===== src/rtl/fcd_pkg.sv =====
// shared types, constants and microcode rom for the centroid defuzzifier
package fcd_pkg;

  localparam int FRACTION_BITS_DEF = 8;
  localparam int MAX_UNIVERSE_DEF  = 128;

  localparam int LEFT_EDGE  = 10;
  localparam int MID_POINT  = 30;
  localparam int RIGHT_EDGE = 50;
  localparam int RAMP_SPAN  = 20;
  localparam int KW         = $clog2(RAMP_SPAN + 1);

  localparam int           CFG_AW       = 3;
  localparam int           CFG_DW       = 32;
  localparam logic [7:0]   USIZE_RESET  = 8'd100;

  typedef enum logic [0:0] {
    REG_UNIVERSE_SIZE = 1'b0,
    REG_UNUSED        = 1'b1
  } reg_idx_t;

  typedef struct packed {
    logic [8:0] left_strength;
    logic [8:0] center_strength;
    logic [8:0] right_strength;
  } in_req_t;

  typedef struct packed {
    logic [6:0] crisp_output;
    logic       empty_area;
  } out_res_t;

  typedef enum logic [2:0] {
    ST_IDLE  = 3'd0,
    ST_ACC   = 3'd1,
    ST_DINIT = 3'd2,
    ST_DIV   = 3'd3,
    ST_OUT   = 3'd4
  } step_t;

  typedef enum logic [2:0] {
    C_ALWAYS   = 3'd0,
    C_NO_REQ   = 3'd1,
    C_MORE_PTS = 3'd2,
    C_DIV_MORE = 3'd3,
    C_OUT_BUSY = 3'd4
  } cond_t;

  typedef struct packed {
    logic ld;
    logic acc;
    logic dinit;
    logic div;
    logic out_wr;
  } ctrl_t;

  typedef struct packed {
    logic in_valid;
    logic more_pts;
    logic div_more;
    logic out_busy;
  } stat_t;

  typedef struct packed {
    ctrl_t ctl;
    cond_t cond;
    step_t jmp;
    step_t nxt;
  } uword_t;

  // jump to jmp when cond holds, else go to nxt
  function automatic uword_t ucode(input step_t s);
    uword_t w;
    w = '{ctl: '0, cond: C_ALWAYS, jmp: ST_IDLE, nxt: ST_IDLE};
    case (s)
      ST_IDLE: begin
        w.ctl.ld = 1'b1;
        w.cond   = C_NO_REQ;
        w.jmp    = ST_IDLE;
        w.nxt    = ST_ACC;
      end
      ST_ACC: begin
        w.ctl.acc = 1'b1;
        w.cond    = C_MORE_PTS;
        w.jmp     = ST_ACC;
        w.nxt     = ST_DINIT;
      end
      ST_DINIT: begin
        w.ctl.dinit = 1'b1;
        w.cond      = C_ALWAYS;
        w.jmp       = ST_DIV;
        w.nxt       = ST_DIV;
      end
      ST_DIV: begin
        w.ctl.div = 1'b1;
        w.cond    = C_DIV_MORE;
        w.jmp     = ST_DIV;
        w.nxt     = ST_OUT;
      end
      ST_OUT: begin
        w.ctl.out_wr = 1'b1;
        w.cond       = C_OUT_BUSY;
        w.jmp        = ST_OUT;
        w.nxt        = ST_IDLE;
      end
      default: begin
        w.cond = C_ALWAYS;
        w.jmp  = ST_IDLE;
      end
    endcase
    return w;
  endfunction

endpackage


===== src/rtl/fcd_seq.sv =====
// microcode sequencer: step counter, rom lookup and conditional jumps
module fcd_seq (
  input  logic           clk,
  input  logic           rst_n,
  input  fcd_pkg::stat_t stat,
  output fcd_pkg::ctrl_t ctrl
);

  fcd_pkg::step_t  step_r;
  fcd_pkg::step_t  step_nxt;
  fcd_pkg::uword_t uw;
  logic            cond_hit;

  always_ff @(posedge clk) begin
    if (!rst_n) begin
      step_r <= fcd_pkg::ST_IDLE;
    end else begin
      step_r <= step_nxt;
    end
  end

  always_comb begin
    uw = fcd_pkg::ucode(step_r);
    case (uw.cond)
      fcd_pkg::C_ALWAYS:   cond_hit = 1'b1;
      fcd_pkg::C_NO_REQ:   cond_hit = !stat.in_valid;
      fcd_pkg::C_MORE_PTS: cond_hit = stat.more_pts;
      fcd_pkg::C_DIV_MORE: cond_hit = stat.div_more;
      fcd_pkg::C_OUT_BUSY: cond_hit = stat.out_busy;
      default:             cond_hit = 1'b1;
    endcase
    step_nxt = cond_hit ? uw.jmp : uw.nxt;
    ctrl     = uw.ctl;
  end

  // the divide loop is only entered from its init step or from itself
  a_div_entry: assert property (@(posedge clk) disable iff (!rst_n)
    (step_r == fcd_pkg::ST_DIV) |->
      ($past(step_r) == fcd_pkg::ST_DINIT || $past(step_r) == fcd_pkg::ST_DIV))
    else $error("divide step entered out of sequence");

  // a request is only taken from the idle step
  a_ld_idle: assert property (@(posedge clk) disable iff (!rst_n)
    ctrl.ld |-> (step_r == fcd_pkg::ST_IDLE))
    else $error("load issued outside idle step");

  // after the divide loop the output step always follows
  a_div_exit: assert property (@(posedge clk) disable iff (!rst_n)
    (step_r == fcd_pkg::ST_DIV && !stat.div_more) |=> (step_r == fcd_pkg::ST_OUT))
    else $error("divide loop did not hand over to output");

endmodule


===== src/rtl/fcd_datapath.sv =====
// datapath: membership evaluation, accumulators, serial divider, result register
module fcd_datapath #(
  parameter int FRACTION_BITS = fcd_pkg::FRACTION_BITS_DEF,
  parameter int MAX_UNIVERSE  = fcd_pkg::MAX_UNIVERSE_DEF
) (
  input  logic              clk,
  input  logic              rst_n,
  input  fcd_pkg::ctrl_t    ctrl,
  output fcd_pkg::stat_t    stat,
  input  logic [7:0]        usize,
  input  logic              in_valid,
  output logic              in_ready,
  input  fcd_pkg::in_req_t  in_data,
  output logic              out_valid,
  input  logic              out_ready,
  output fcd_pkg::out_res_t out_data
);

  localparam int ONE = 1 << FRACTION_BITS;
  localparam int MW  = FRACTION_BITS + 1;
  localparam int XW  = $clog2(MAX_UNIVERSE) + 1;
  localparam int DW  = XW + MW;
  localparam int NW  = 2 * XW + MW;
  localparam int CW  = $clog2(XW);
  localparam int KW  = fcd_pkg::KW;

  logic [MW-1:0] ramp_tbl [0:fcd_pkg::RAMP_SPAN];

  for (genvar k = 0; k <= fcd_pkg::RAMP_SPAN; k++) begin : g_ramp
    assign ramp_tbl[k] = MW'((k * ONE) / fcd_pkg::RAMP_SPAN);
  end

  logic [MW-1:0] ls_r, cs_r, rs_r;
  logic [XW-1:0] n_r, x_r;
  logic [NW-1:0] num_r, rem_r, dsh_r;
  logic [DW-1:0] den_r;
  logic [XW-1:0] q_r;
  logic [CW-1:0] cnt_r;
  logic          out_valid_r;
  fcd_pkg::out_res_t out_r;

  logic          accept;
  logic          more;
  logic          out_busy;
  logic          out_wr;
  logic [XW-1:0] d_l, d_cu, d_cd, d_r;
  logic [MW-1:0] l_m, c_m, r_m, l_c, c_c, r_c, mu;
  logic [DW-1:0] prod;
  logic [XW-1:0] q_sat;
  fcd_pkg::out_res_t res;

  function automatic logic [MW-1:0] sat_s(input logic [8:0] s);
    logic [MW-1:0] v;
    if (32'(s) > 32'(ONE)) begin
      v = MW'(ONE);
    end else begin
      v = MW'(s);
    end
    return v;
  endfunction

  assign accept   = in_valid && ctrl.ld;
  assign in_ready = ctrl.ld;
  assign more     = x_r < n_r;
  assign out_busy = out_valid_r && !out_ready;
  assign out_wr   = ctrl.out_wr && !out_busy;

  assign stat.in_valid = in_valid;
  assign stat.more_pts = more;
  assign stat.div_more = cnt_r != '0;
  assign stat.out_busy = out_busy;

  // membership of the three fixed sets at the current point, clipped and merged
  always_comb begin
    d_l  = XW'(fcd_pkg::MID_POINT) - x_r;
    d_cu = x_r - XW'(fcd_pkg::LEFT_EDGE);
    d_cd = XW'(fcd_pkg::RIGHT_EDGE) - x_r;
    d_r  = x_r - XW'(fcd_pkg::MID_POINT);

    if (x_r <= XW'(fcd_pkg::LEFT_EDGE)) begin
      l_m = MW'(ONE);
    end else if (x_r < XW'(fcd_pkg::MID_POINT)) begin
      l_m = ramp_tbl[d_l[KW-1:0]];
    end else begin
      l_m = '0;
    end

    if (x_r >= XW'(fcd_pkg::LEFT_EDGE) && x_r <= XW'(fcd_pkg::MID_POINT)) begin
      c_m = ramp_tbl[d_cu[KW-1:0]];
    end else if (x_r > XW'(fcd_pkg::MID_POINT) && x_r < XW'(fcd_pkg::RIGHT_EDGE)) begin
      c_m = ramp_tbl[d_cd[KW-1:0]];
    end else begin
      c_m = '0;
    end

    if (x_r >= XW'(fcd_pkg::RIGHT_EDGE)) begin
      r_m = MW'(ONE);
    end else if (x_r > XW'(fcd_pkg::MID_POINT)) begin
      r_m = ramp_tbl[d_r[KW-1:0]];
    end else begin
      r_m = '0;
    end

    l_c = (l_m < ls_r) ? l_m : ls_r;
    c_c = (c_m < cs_r) ? c_m : cs_r;
    r_c = (r_m < rs_r) ? r_m : rs_r;
    mu  = (l_c > c_c) ? l_c : c_c;
    mu  = (mu > r_c) ? mu : r_c;

    prod = {{MW{1'b0}}, x_r} * {{XW{1'b0}}, mu};
  end

  always_comb begin
    q_sat = (32'(q_r) > 32'd127) ? XW'(127) : q_r;
    if (den_r == '0) begin
      res.crisp_output = '0;
      res.empty_area   = 1'b1;
    end else begin
      res.crisp_output = q_sat[6:0];
      res.empty_area   = 1'b0;
    end
  end

  always_ff @(posedge clk) begin
    if (accept) begin
      ls_r  <= sat_s(in_data.left_strength);
      cs_r  <= sat_s(in_data.center_strength);
      rs_r  <= sat_s(in_data.right_strength);
      n_r   <= (32'(usize) > 32'(MAX_UNIVERSE)) ? XW'(MAX_UNIVERSE) : XW'(usize);
      x_r   <= '0;
      num_r <= '0;
      den_r <= '0;
    end else if (ctrl.acc && more) begin
      num_r <= num_r + NW'(prod);
      den_r <= den_r + DW'(mu);
      x_r   <= x_r + XW'(1);
    end

    // restoring divide, one quotient bit per step, msb first
    if (ctrl.dinit) begin
      rem_r <= num_r;
      dsh_r <= NW'(den_r) << (XW - 1);
      q_r   <= '0;
      cnt_r <= CW'(XW - 1);
    end else if (ctrl.div) begin
      if (rem_r >= dsh_r) begin
        rem_r <= rem_r - dsh_r;
        q_r   <= {q_r[XW-2:0], 1'b1};
      end else begin
        q_r   <= {q_r[XW-2:0], 1'b0};
      end
      dsh_r <= dsh_r >> 1;
      if (cnt_r != '0) begin
        cnt_r <= cnt_r - CW'(1);
      end
    end

    if (out_wr) begin
      out_r <= res;
    end
  end

  always_ff @(posedge clk) begin
    if (!rst_n) begin
      out_valid_r <= 1'b0;
    end else if (out_wr) begin
      out_valid_r <= 1'b1;
    end else if (out_ready) begin
      out_valid_r <= 1'b0;
    end
  end

  assign out_valid = out_valid_r;
  assign out_data  = out_r;

  // the point counter never runs past the universe size
  a_x_bound: assert property (@(posedge clk) disable iff (!rst_n)
    ctrl.acc |-> (x_r <= n_r))
    else $error("point counter beyond universe");

  // the divide leaves a remainder below the divisor
  a_rem: assert property (@(posedge clk) disable iff (!rst_n)
    (ctrl.out_wr && den_r != '0) |-> (rem_r < NW'(den_r)))
    else $error("divide remainder not below divisor");

  // a zero area implies a zero moment
  a_empty: assert property (@(posedge clk) disable iff (!rst_n)
    ctrl.out_wr |-> (den_r != '0 || num_r == '0))
    else $error("zero area with nonzero moment");

endmodule


===== src/rtl/fuzzy_centroid_defuzzifier_unit.sv =====
// top level of the three-set centroid defuzzifier with its config register
//
//  port group   dir  handshake           payload
//  in_*         in   in_valid/in_ready   fcd_pkg::in_req_t (three strengths)
//  out_*        out  out_valid/out_ready fcd_pkg::out_res_t (centroid, empty flag)
//  apb          in   psel/penable/pready universe_size at byte address 0
//
//  a request runs the accumulate loop over n = min(universe_size, MAX_UNIVERSE) points
//  on the shared multiply-add, then the serial divider yields XW = clog2(MAX_UNIVERSE)+1
//  quotient bits, msb first. reset is synchronous, active low, and returns the
//  sequencer to idle with universe_size = 100. a finished result sits in the output
//  register while the next request is accepted; a stalled output holds the
//  sequencer in its output step until the register frees up
module fuzzy_centroid_defuzzifier_unit #(
  parameter int FRACTION_BITS = fcd_pkg::FRACTION_BITS_DEF,
  parameter int MAX_UNIVERSE  = fcd_pkg::MAX_UNIVERSE_DEF
) (
  input  logic                      clk,
  input  logic                      rst_n,
  input  logic                      in_valid,
  output logic                      in_ready,
  input  fcd_pkg::in_req_t          in_data,
  output logic                      out_valid,
  input  logic                      out_ready,
  output fcd_pkg::out_res_t         out_data,
  input  logic                      psel,
  input  logic                      penable,
  input  logic                      pwrite,
  input  logic [fcd_pkg::CFG_AW-1:0] paddr,
  input  logic [fcd_pkg::CFG_DW-1:0] pwdata,
  output logic [fcd_pkg::CFG_DW-1:0] prdata,
  output logic                      pready
);

  fcd_pkg::ctrl_t   ctrl;
  fcd_pkg::stat_t   stat;
  fcd_pkg::reg_idx_t reg_idx;
  logic [7:0]       usize_r;
  logic             cfg_wr;

  assign pready  = 1'b1;
  assign reg_idx = fcd_pkg::reg_idx_t'(paddr[2]);
  assign cfg_wr  = psel && penable && pwrite && pready;

  always_ff @(posedge clk) begin
    if (!rst_n) begin
      usize_r <= fcd_pkg::USIZE_RESET;
    end else if (cfg_wr && reg_idx == fcd_pkg::REG_UNIVERSE_SIZE) begin
      usize_r <= pwdata[7:0];
    end
  end

  always_comb begin
    case (reg_idx)
      fcd_pkg::REG_UNIVERSE_SIZE: prdata = {{(fcd_pkg::CFG_DW - 8){1'b0}}, usize_r};
      default:                    prdata = '0;
    endcase
  end

  fcd_seq u_seq (
    .clk  (clk),
    .rst_n(rst_n),
    .stat (stat),
    .ctrl (ctrl)
  );

  fcd_datapath #(
    .FRACTION_BITS(FRACTION_BITS),
    .MAX_UNIVERSE (MAX_UNIVERSE)
  ) u_dp (
    .clk      (clk),
    .rst_n    (rst_n),
    .ctrl     (ctrl),
    .stat     (stat),
    .usize    (usize_r),
    .in_valid (in_valid),
    .in_ready (in_ready),
    .in_data  (in_data),
    .out_valid(out_valid),
    .out_ready(out_ready),
    .out_data (out_data)
  );

endmodule


===== config.mk =====
export PLATFORM = sky130hd
export DESIGN_NAME = fuzzy_centroid_defuzzifier_unit
export DESIGN_NICKNAME = d
export VERILOG_FILES = /design/src/rtl/fcd_pkg.sv /design/src/rtl/fcd_seq.sv /design/src/rtl/fcd_datapath.sv /design/src/rtl/fuzzy_centroid_defuzzifier_unit.sv
export SDC_FILE = /design/constraint.sdc
export NUM_CORES = 1
export LEC_CHECK = 0
export BUFFER_PORTS_ARGS = -buffer_cell sky130_fd_sc_hd__buf_2
export CAP_MARGIN = 20
export CORE_MARGIN = 2
export CORE_UTILIZATION = 40
export DETAILED_ROUTE_END_ITERATION = 10
export PLACE_DENSITY = 0.62
export SLEW_MARGIN = 20
export SYNTH_ARGS = -nofsm -noshare
export SYNTH_HDL_FRONTEND = slang
export SYNTH_SLANG_ARGS = --single-unit
export TNS_END_PERCENT = 1

===== constraint.sdc =====
create_clock -name clk -period 21.9 [get_ports clk]
set_input_delay 4.38 -clock clk [delete_from_list [all_inputs] [get_ports clk]]
set_output_delay 4.38 -clock clk [all_outputs]
set_load 0.02 [all_outputs]

==> run metrics, run 1 <==
LEAKAGE between 7 and 8 nW; Worst Path Required 22250 ps; worst hold-check path type register to register; Max FO, Critical Path 40; largest net degree at the start of global routing 81; Layout area overhead 7.71%; die width around 200 um; CP startpoint kind register; die height 200 um; Comb pwr share 56.5%; DR DRC count 0; period utilization 69.5%; Pre-Repair DR Iteration Count 5; Initial Util 40.7%; Antenna diodes 0; final worst slack approximately 6700 ps; Crit-path slowest cell ha_1; GRT Residual Overflow 0; Fin. Hold Viols 0; Least-Margin Pin Slew 1010 ps; Power Dens Cells 110 mW/mm2; H-tree Lvls 4; Yosys top cell by area edfxtp_1; GPL Wtd Cong just under 1; dpl hpwl between 20000 and 30000 um; endpoint class of the critical path register; area of the core 0.0378 mm2; mapped cell area between 0.015 and 0.02 mm2; post-route ant nets 0; Syn Area/Cell ~8.5 um2; 1st-iter DRT viols 875; Flop pwr share 25.8%; switching fraction of total power between 40% and 50%; headroom to the max-slew limit between 30 and 40%; Peak Freq around 66 MHz; Post-synth ARST share 0%; Clock power frac roughly 18%; share of the synthesized area in the top cell type 16.6%; ys flop type edfxtp_1; Critical Path AT 15560 ps; Sum Neg Setup Slack 0 ps; sw power approximately 0.00085 W; fillers 3789; yosys synthesis warning count 0; Clock Skew 16.7 ps; worst vdd ir around 60 uV; RSZ-0062 raised after global routing false; pre-CTS setup slack approximately 6800 ps; post-layout min period ~15000 ps; site row count 71; Cells after Synth around 1800; via/cell ratio 5.57; GRT Util Overall 20.0%; CTS tree built; Clk pin slew, worst setup/hold paths about 80 ps; Post-CTS Resized 0; Internal ~0.001 W; Critical Setup Path Class register to register; vias approximately 13000; global-route wire length before repair 64900 um; initial antenna violation count 1; EDFF count, synth 85; number of buffers added for setup after CTS 0; MaxCap Viol Count 0; clk root buf clkbuf_16; IO Port Bufs 60; Seq/Total Area, Yosys between 20 and 30%; number of global-route vias before repair roughly 13000; Sink Count 165; clk buf depth 2; Setup Viol. Count Final 0; share of layout cells above drive strength 1 between 8 and 9%; hold buffer count at cts 0; DIE AREA approximately 0.04 mm2; final wirelength around 40000 um; Critical Path Max Stage Delay 1000 ps; number of CTS-inserted buffers 17; routed len/inst 17.1 um; Worst Hold Margin roughly 450 ps; synth top area cells edfxtp_1, ha_1, dfxtp_1; Seq cells post-synth approximately 170; post-synthesis cell type count 99; Layout Nets between 2000 and 2500; Max Slew Vio Count 0; clk_lat worst skew between 400 and 500 ps; status finished clean; I/O pins around 110
-- power groups by stage --
stage	clock network, W	logic (W)	registers [W]
after global routing	0.000343	0.00116	0.000481
after CTS	0.000331	0.00103	0.000473
after detailed placement	0	0.00102	0.000479
after floorplan	0	0.000798	0.000466
final	0.000325	0.00103	0.000472
after global placement	0	0.000999	0.000477
-- logic make-up after synthesis --
family	synth area share [%]
AND/OR/NAND/NOR	20.8
AO/OA/AOI/OAI	19.0
buffers and inverters	8.34
adder cells (fa/ha/maj)	18.9
flip-flops	26.9
XOR/XNOR	3.30
multiplexers	2.59
other	0.0487
-- critical path, delay by kind of cell (launching register included) --
kind,cells,cell delay (ps)
compound gates,20,7190
fa+ha+maj,9,4280
simple gates,8,2050
buf+inv,6,1240
flops,1,320
-- final timing paths --
path                                    start        endpoint  slack (ps)  cells after the start
worst min register to register  u_dp.dsh_r[0]   u_dp.dsh_r[0]         450                      2
worst max register to register    u_dp.x_r[0]  u_dp.num_r[21]        6690                     43
worst min-delay path            u_dp.dsh_r[0]   u_dp.dsh_r[0]         450                      2
worst max-delay path              u_dp.x_r[0]  u_dp.num_r[21]        6690                     43
-- cell type report --
cell class / count / area, um2 / share of cell area (%)
clock buffers: 17 / 425 / 2.56
clock inverters: 15 / 185 / 1.12
inverters: 190 / 713 / 4.30
multi-input cells: 1381 / 10100 / 60.7
flip-flops and latches: 165 / 4160 / 25.0
well taps: 511 / 639 / 3.85
repair buffers: 75 / 413 / 2.49
-- cells in the mapped netlist (14+ instances only) --
library cell,count
inv_1,188
nand2_1,175
ha_1,139
a21oi_1,136
nor2_1,125
edfxtp_1,85
dfxtp_1,80
o21ai_0,76
nand3_1,60
fa_1,59
clkbuf_1,55
nor2b_1,51
nor3_1,44
xnor2_1,36
mux2i_1,32
buf_4,29
nand4_1,27
a21o_1,26
and3_1,25
o21a_1,23
a211oi_1,19
nand2b_1,18
xor2_1,17
o31ai_1,16
nor4_1,15
a21boi_0,14
nor3b_1,14
-- routing by layer --
layer / vias to the layer above / global-route usage [%] / routed length (um)
met2: 427 / 33.4 / 18600
li1: 6420 / - / -
met1: 6186 / 26.1 / 18100
met5: - / 0 / 0
met3: 77 / 3.16 / 2240
met4: 0 / 7.17 / 1140
-- per-stage QoR --
stage | power, W | std cells | utilization [%] | instance area, um2
finish | 0.00183 | 2354 | 43.9 | 16600
global route | 0.00199 | 2354 | 43.9 | 16600
CTS | 0.00183 | 2354 | 43.9 | 16600
detailed placement | 0.00150 | 2322 | 42.3 | 16000
global placement | 0.00148 | 2322 | 42.3 | 16000
floorplan | 0.00126 | 1844 | - | 15500
-- registers in the layout, indices dropped and copies added, names as in the netlist --
| name | flops |
|---|---|
| u_dp.cnt_r | 3 |
| u_dp.ls_r | 9 |
| usize_r | 8 |
| u_dp.x_r | 8 |
| u_dp.rs_r | 9 |
| u_dp.out_data | 8 |
| u_dp.num_r | 25 |
| u_dp.q_r | 8 |
| u_dp.rem_r | 25 |
| u_dp.cs_r | 9 |
| u_dp.n_r | 8 |
| u_seq.step_r | 3 |
| u_dp.out_valid | 1 |
| u_dp.den_r | 17 |
| u_dp.dsh_r | 24 |
-- cell usage in the layout, fill, tap and decap left out, types with 36 or more instances in the layout --
cell	n
ha_1	139
a21oi_1	136
nor3_1	44
dfxtp_1	78
xnor2_1	36
nor2_1	123
edfxtp_1	85
nor2b_1	51
nand3_1	60
inv_1	187
o21ai_0	75
buf_2	60
nand2_1	175
fa_1	59
No activity file was read; power rests on OpenSTA's default activity.
==> inputs of run 2 (changes only) <==
- clock period: 21.9 -> 14.3 ns (I/O delays scaled with it)
==> run 2 against run 1 <==
Net effect: clock power up 46%; largest cell class unchanged; worst setup slack lost 5900 ps; largest power group unchanged; final cell count up 0.72%.
==> run metrics, run 2 (synthesis results as in run 1) <==
Worst Path Required 14650 ps (was 22250 ps); clk buf depth 2 (unchanged); Initial Util 40.7% (unchanged); Antenna diodes 0 (unchanged); worst hold-check path type register to register (unchanged); Crit-path slowest cell a2111oi_0 (was ha_1); Sink Count 165 (unchanged); Critical Path AT 13850 ps (was 15560 ps); Power Dens Cells 168 mW/mm2 (was 110 mW/mm2); DR DRC count 0 (unchanged); post-layout min period 13500 ps (was 15210 ps); Worst Hold Margin 452 ps (was 453 ps); routed len/inst 16.9 um (was 17.1 um); Peak Freq 74.1 MHz (was 65.7 MHz); Layout Nets 2114 (was 2097); commonest non-fill, non-tap cells in the layout inv_1, nand2_1, ha_1 (unchanged); global-route wire length before repair 64900 um (about the same); Fin. Hold Viols 0 (unchanged); dpl hpwl 30400 um (was 29800 um); MaxCap Viol Count 0 (unchanged); DIE AREA 0.0401 mm2 (unchanged); H-tree Lvls 4 (unchanged); GRT Util Overall 19.9% (was 20.0%); clk root buf clkbuf_16 (unchanged); Layout area overhead 8.45% (was 7.71%); Clock Skew 21.8 ps (was 16.7 ps); Setup Viol. Count Final 0 (unchanged); status finished clean (unchanged); GPL Wtd Cong 0.923 (was 0.971); CP startpoint kind register (unchanged); period utilization 94.4% (was 69.5%); headroom to the max-slew limit 40.4% (was 32.7%); Finished Cell Area 0.0167 mm2 (was 0.0166 mm2); Pre-Repair DR Iteration Count 5 (unchanged); Final Total Pwr 0.00280 W (was 0.00183 W); post-route ant nets 0 (unchanged); most common cell after layout, fill and taps aside inv_1 (unchanged); Max Slew Vio Count 0 (unchanged); I/O pins 112 (unchanged); LEAKAGE 7.34 nW (was 7.26 nW); IO Port Bufs 60 (unchanged); die width 200 um (unchanged); via/cell ratio 5.53 (was 5.57); endpoint class of the critical path register (unchanged); Critical Setup Path Class register to register (unchanged); clk_lat worst skew 470 ps (about the same); largest registers u_dp.num_r: 25 flops, u_dp.rem_r: 25 flops, u_dp.dsh_r: 24 flops (unchanged); 1st-iter DRT viols 1163 (was 875); vias 13100 (about the same); Final Core Density 44.2% (was 43.9%); largest net degree at the start of global routing 45 (was 81); share of layout cells above drive strength 1 9.73% (was 8.79%); number of global-route vias before repair 12600 (was 12500); Area after DPL 0.0161 mm2 (was 0.0160 mm2); worst vdd ir 99.4 uV (was 60.8 uV); die height 200 um (unchanged); Clk pin slew, worst setup/hold paths 70 ps (was 80 ps); Least-Margin Pin Slew 894 ps (was 1010 ps); CTS tree built (unchanged); area of the core 0.0378 mm2 (unchanged); Critical Path Max Stage Delay 590 ps (was 1000 ps); Sum Neg Setup Slack 0 ps (unchanged); site row count 71 (unchanged); number of buffers added for setup after CTS 0 (unchanged); Max FO, Critical Path 14 (was 40); GRT Residual Overflow 0 (unchanged); initial antenna violation count 0 (was 1); number of CTS-inserted buffers 17 (unchanged); final wirelength 40100 um (was 40200 um); RSZ-0062 raised after global routing false (unchanged)
-- run 2: changes by cell type in the layout (fill, tap and decap cells not counted), sizes merged --
cell	previous run	this run
buf	75	92
bufinv	2	0
clkbuf	17	18
clkinvlp	1	0
inv	196	198
-- run 2: critical path: cells and delay by family (launching register included) --
kind,cells,cell delay (ps)
compound gates,21,5810
buf+inv,7,1050
fa+ha+maj,9,3390
flops,1,320
simple gates,11,2840
-- run 2: per-stage QoR --
step	worst slack [ps]	cells
after floorplan	2460	1844
after global placement	940	2339
after detailed placement	796	2339
after CTS	745	2371
after global routing	97.1	2371
final	803	2371
-- run 2: layout make-up --
type	instances	area [um2]
fill	3762	21100
clock inverter	14	150
inverter	190	713
clock buffer	18	439
sequential	165	4160
tap	511	639
timing repair buffer	92	541
multi-input combinational	1381	10100
-- run 2: worst paths after layout --
check	depth (start not counted)	startpoint	end	slack [ps]
worst min-delay path	2	u_dp.num_r[15]	u_dp.num_r[15]	450
worst max-delay path	48	u_dp.x_r[2]	u_dp.num_r[21]	800
worst min register to register	2	u_dp.num_r[15]	u_dp.num_r[15]	450
worst max register to register	48	u_dp.x_r[2]	u_dp.num_r[21]	800
-- run 2: what timing repair did --
| item | in CTS | in global routing |
|---|---|---|
| hold buffers | 0 | 0 |
| endpoints found under the hold margin | 0 | 0 |
| setup endpoints to repair | 0 | 3 |
| gates resized for setup | 0 | 2 |
-- run 2: report_power, final --
group	internal, W	total [W]	switching (W)
Combinational	0.000598	0.00160	0.00101
Sequential	0.000654	0.000727	0.0000730
Clock	0.000239	0.000473	0.000235
Total	0.00149	0.00280	0.00131
-- run 2: routing by layer --
layer,part of all wire (%),track usage (%),vias to the layer above
li1,-,-,6435
met1,46,25.9,6230
met2,47,33.3,372
met3,4.7,3.48,74
met4,2.6,7.12,0
met5,0,0,-
==> inputs of run 3 (changes only) <==
- clock period: 14.3 -> 13.1 ns (I/O delays scaled with it)
==> run 3 against run 2 <==
Net effect: clock skew shrank 2.7 ps; sequential share of layout area decreased by 0.28 points; non-clock buffer count up 17; register-to-register slack lost 80 ps; clock power rose by 12%; critical path type unchanged; flip-flop and latch count did not move; worst setup slack lost 85 ps; critical endpoint is now u_dp.num_r[19].
==> run metrics, run 3 (synthesis results as in run 1) <==
status finished clean (unchanged); largest registers u_dp.num_r: 25 flops, u_dp.rem_r: 25 flops, u_dp.dsh_r: 24 flops (unchanged); Finished Cell Area 0.0169 mm2 (was 0.0167 mm2); placed cell count 2352 (was 2339); endpoint class of the critical path register (unchanged); Max FO, Critical Path 18 (was 14); RSZ-0062 raised after global routing false (unchanged); Fin. Hold Viols 0 (unchanged); Critical Path AT 12740 ps (was 13850 ps); share of layout cells above drive strength 1 11.3% (was 9.73%); die height 200 um (unchanged); global-route wire length before repair 67100 um (was 64900 um); Internal 0.00167 W (was 0.00149 W); Worst Path Required 13460 ps (was 14650 ps); routed len/inst 17.3 um (was 16.9 um); Min-Delay Endpoint u_dp.num_r[15] (unchanged); Layout Nets 2131 (was 2114); number of CTS-inserted buffers 17 (unchanged); Antenna diodes 0 (unchanged); post-layout min period 12380 ps (was 13500 ps); I/O pins 112 (unchanged); Bufs and invs on worst path 7 (unchanged); min-delay src u_dp.num_r[15] (unchanged); GRT Util Overall 20.7% (was 19.9%); Max Slew Vio Count 0 (unchanged); vias 13200 (was 13100); initial antenna violation count 0 (unchanged); LEAKAGE 7.44 nW (was 7.34 nW); Initial Util 40.7% (unchanged); clk_lat worst skew 470 ps (about the same); via/cell ratio 5.51 (was 5.53); site row count 71 (unchanged); commonest non-fill, non-tap cells in the layout inv_1, nand2_1, ha_1 (unchanged); Final Total Pwr 0.00312 W (was 0.00280 W); CP startpoint kind register (unchanged); Crit-path slowest cell fa_1 (was a2111oi_0); Flop pwr share 25.9% (about the same); final cell count without fillers 2388 (was 2371); internal reg-to-reg setup slack 720 ps (was 800 ps); Least-Margin Pin Slew 991 ps (was 894 ps); CTS tree built (unchanged); Comb pwr share 57.1% (was 57.2%); Sink Count 165 (unchanged); worst reg2reg path startpoint u_dp.x_r[0] (was u_dp.x_r[2]); Area after DPL 0.0162 mm2 (was 0.0161 mm2); headroom to the max-slew limit 33.9% (was 40.4%); Layout area overhead 9.84% (was 8.45%); Power Dens Cells 184 mW/mm2 (was 168 mW/mm2); H-tree Lvls 4 (unchanged); Setup Viol. Count Final 0 (unchanged); Critical Path Max Stage Delay 530 ps (was 590 ps); Pre-Repair DR Iteration Count 5 (unchanged); R2R cell count 47 (was 48); Clock power frac 17.0% (was 16.9%); area of the core 0.0378 mm2 (unchanged); GPL Wtd Cong 0.936 (was 0.923); GRT Residual Overflow 0 (unchanged); final wirelength 41300 um (was 40100 um); MaxCap Viol Count 0 (unchanged); Worst Hold Margin 453 ps (was 452 ps); delay-heaviest family, CP compound AO/OA/AOI/OAI gates (unchanged); Peak Freq 80.8 MHz (was 74.1 MHz); worst hold-check path type register to register (unchanged); post-route ant nets 0 (unchanged); Sum Neg Setup Slack 0 ps (unchanged); 1st-iter DRT viols 946 (was 1163); switching fraction of total power 46.4% (was 46.8%); most common cell after layout, fill and taps aside inv_1 (unchanged); Clock Skew 19.0 ps (was 21.8 ps); dpl hpwl 31400 um (was 30400 um); die width 200 um (unchanged); WHS Path Cells 2 (unchanged); CP startpoint u_dp.x_r[0] (was u_dp.x_r[2]); Clk pin slew, worst setup/hold paths 80 ps (was 70 ps); DIE AREA 0.0401 mm2 (unchanged); clk root buf clkbuf_16 (unchanged); Critical Setup Path Class register to register (unchanged); number of global-route vias before repair 12800 (was 12600); r2r endpoint u_dp.num_r[19] (was u_dp.num_r[21]); IO Port Bufs 60 (unchanged); period utilization 94.5% (was 94.4%); clk buf depth 2 (unchanged); worst vdd ir 100 uV (was 99.4 uV); sw power 0.00145 W (was 0.00131 W); most used cell, CP ha_1; largest net degree at the start of global routing 80 (was 45); DR DRC count 0 (unchanged)
[run 3: worst max path at each step]
stage                           to  slack [ps]  cells after the start
finish              u_dp.num_r[19]         720                     47
global route        u_dp.num_r[19]           9                     49
CTS                 u_dp.num_r[19]          70                     50
detailed placement  u_dp.num_r[19]           9                     50
global placement    u_dp.num_r[19]         210                     48
floorplan           u_dp.num_r[21]        1260                     50
[run 3: power groups by stage]
stage	clock network, W	logic, W	registers (W)
after floorplan	0	0.00133	0.000779
after global placement	0	0.00170	0.000812
after detailed placement	0	0.00174	0.000816
after CTS	0.000539	0.00175	0.000805
after global routing	0.000557	0.00200	0.000823
final	0.000530	0.00178	0.000807
[run 3: metal layers]
metal,vias to the layer above,global-route usage (%),part of all wire [%]
li1,6485,-,-
met1,6234,27.8,46
met2,385,34.4,46
met3,58,2.75,5.4
met4,0,6.88,2.2
met5,-,0,0
[run 3: final cells by class]
cell class              instances  area, um2
inverters                     190        713
clock inverters                11       97.6
repair buffers                109        672
fillers                      3767      20900
multi-input cells            1381      10200
flip-flops and latches        165       4160
well taps                     511        639
clock buffers                  21        493
[run 3: timing repair]
| action | CTS | global route |
|---|---|---|
| pin swaps | 0 | 1 |
| buffers inserted | 0 | 4 |
| setup endpoints to repair | 2 | 14 |
| gates resized for setup | 1 | 23 |
| cloned | 0 | 0 |
| hold buffers | 0 | 0 |
[run 3: worst register-to-register path: cells and delay by family, from the launching register on]
family                     cells  cell delay (ps)
AOI/OAI and AO/OA             17             4570
adders and majority gates      9             3200
and+or+nand+nor               11             1920
buffers and inverters          7             1120
muxes                          2              610
DFF                            1              480
xor gates and xnor gates       1              390
[run 3: through the flow]
| stage | utilization, % | setup slack [ps] |
|---|---|---|
| 6_report | 44.7 | 719 |
| 5_1_grt | 44.7 | 9.44 |
| 4_1_cts | 44.4 | 70.0 |
| 3_5_place_dp | 42.9 | 8.95 |
| 3_3_place_gp | 42.9 | 210 |
| 2_1_floorplan | - | 1260 |
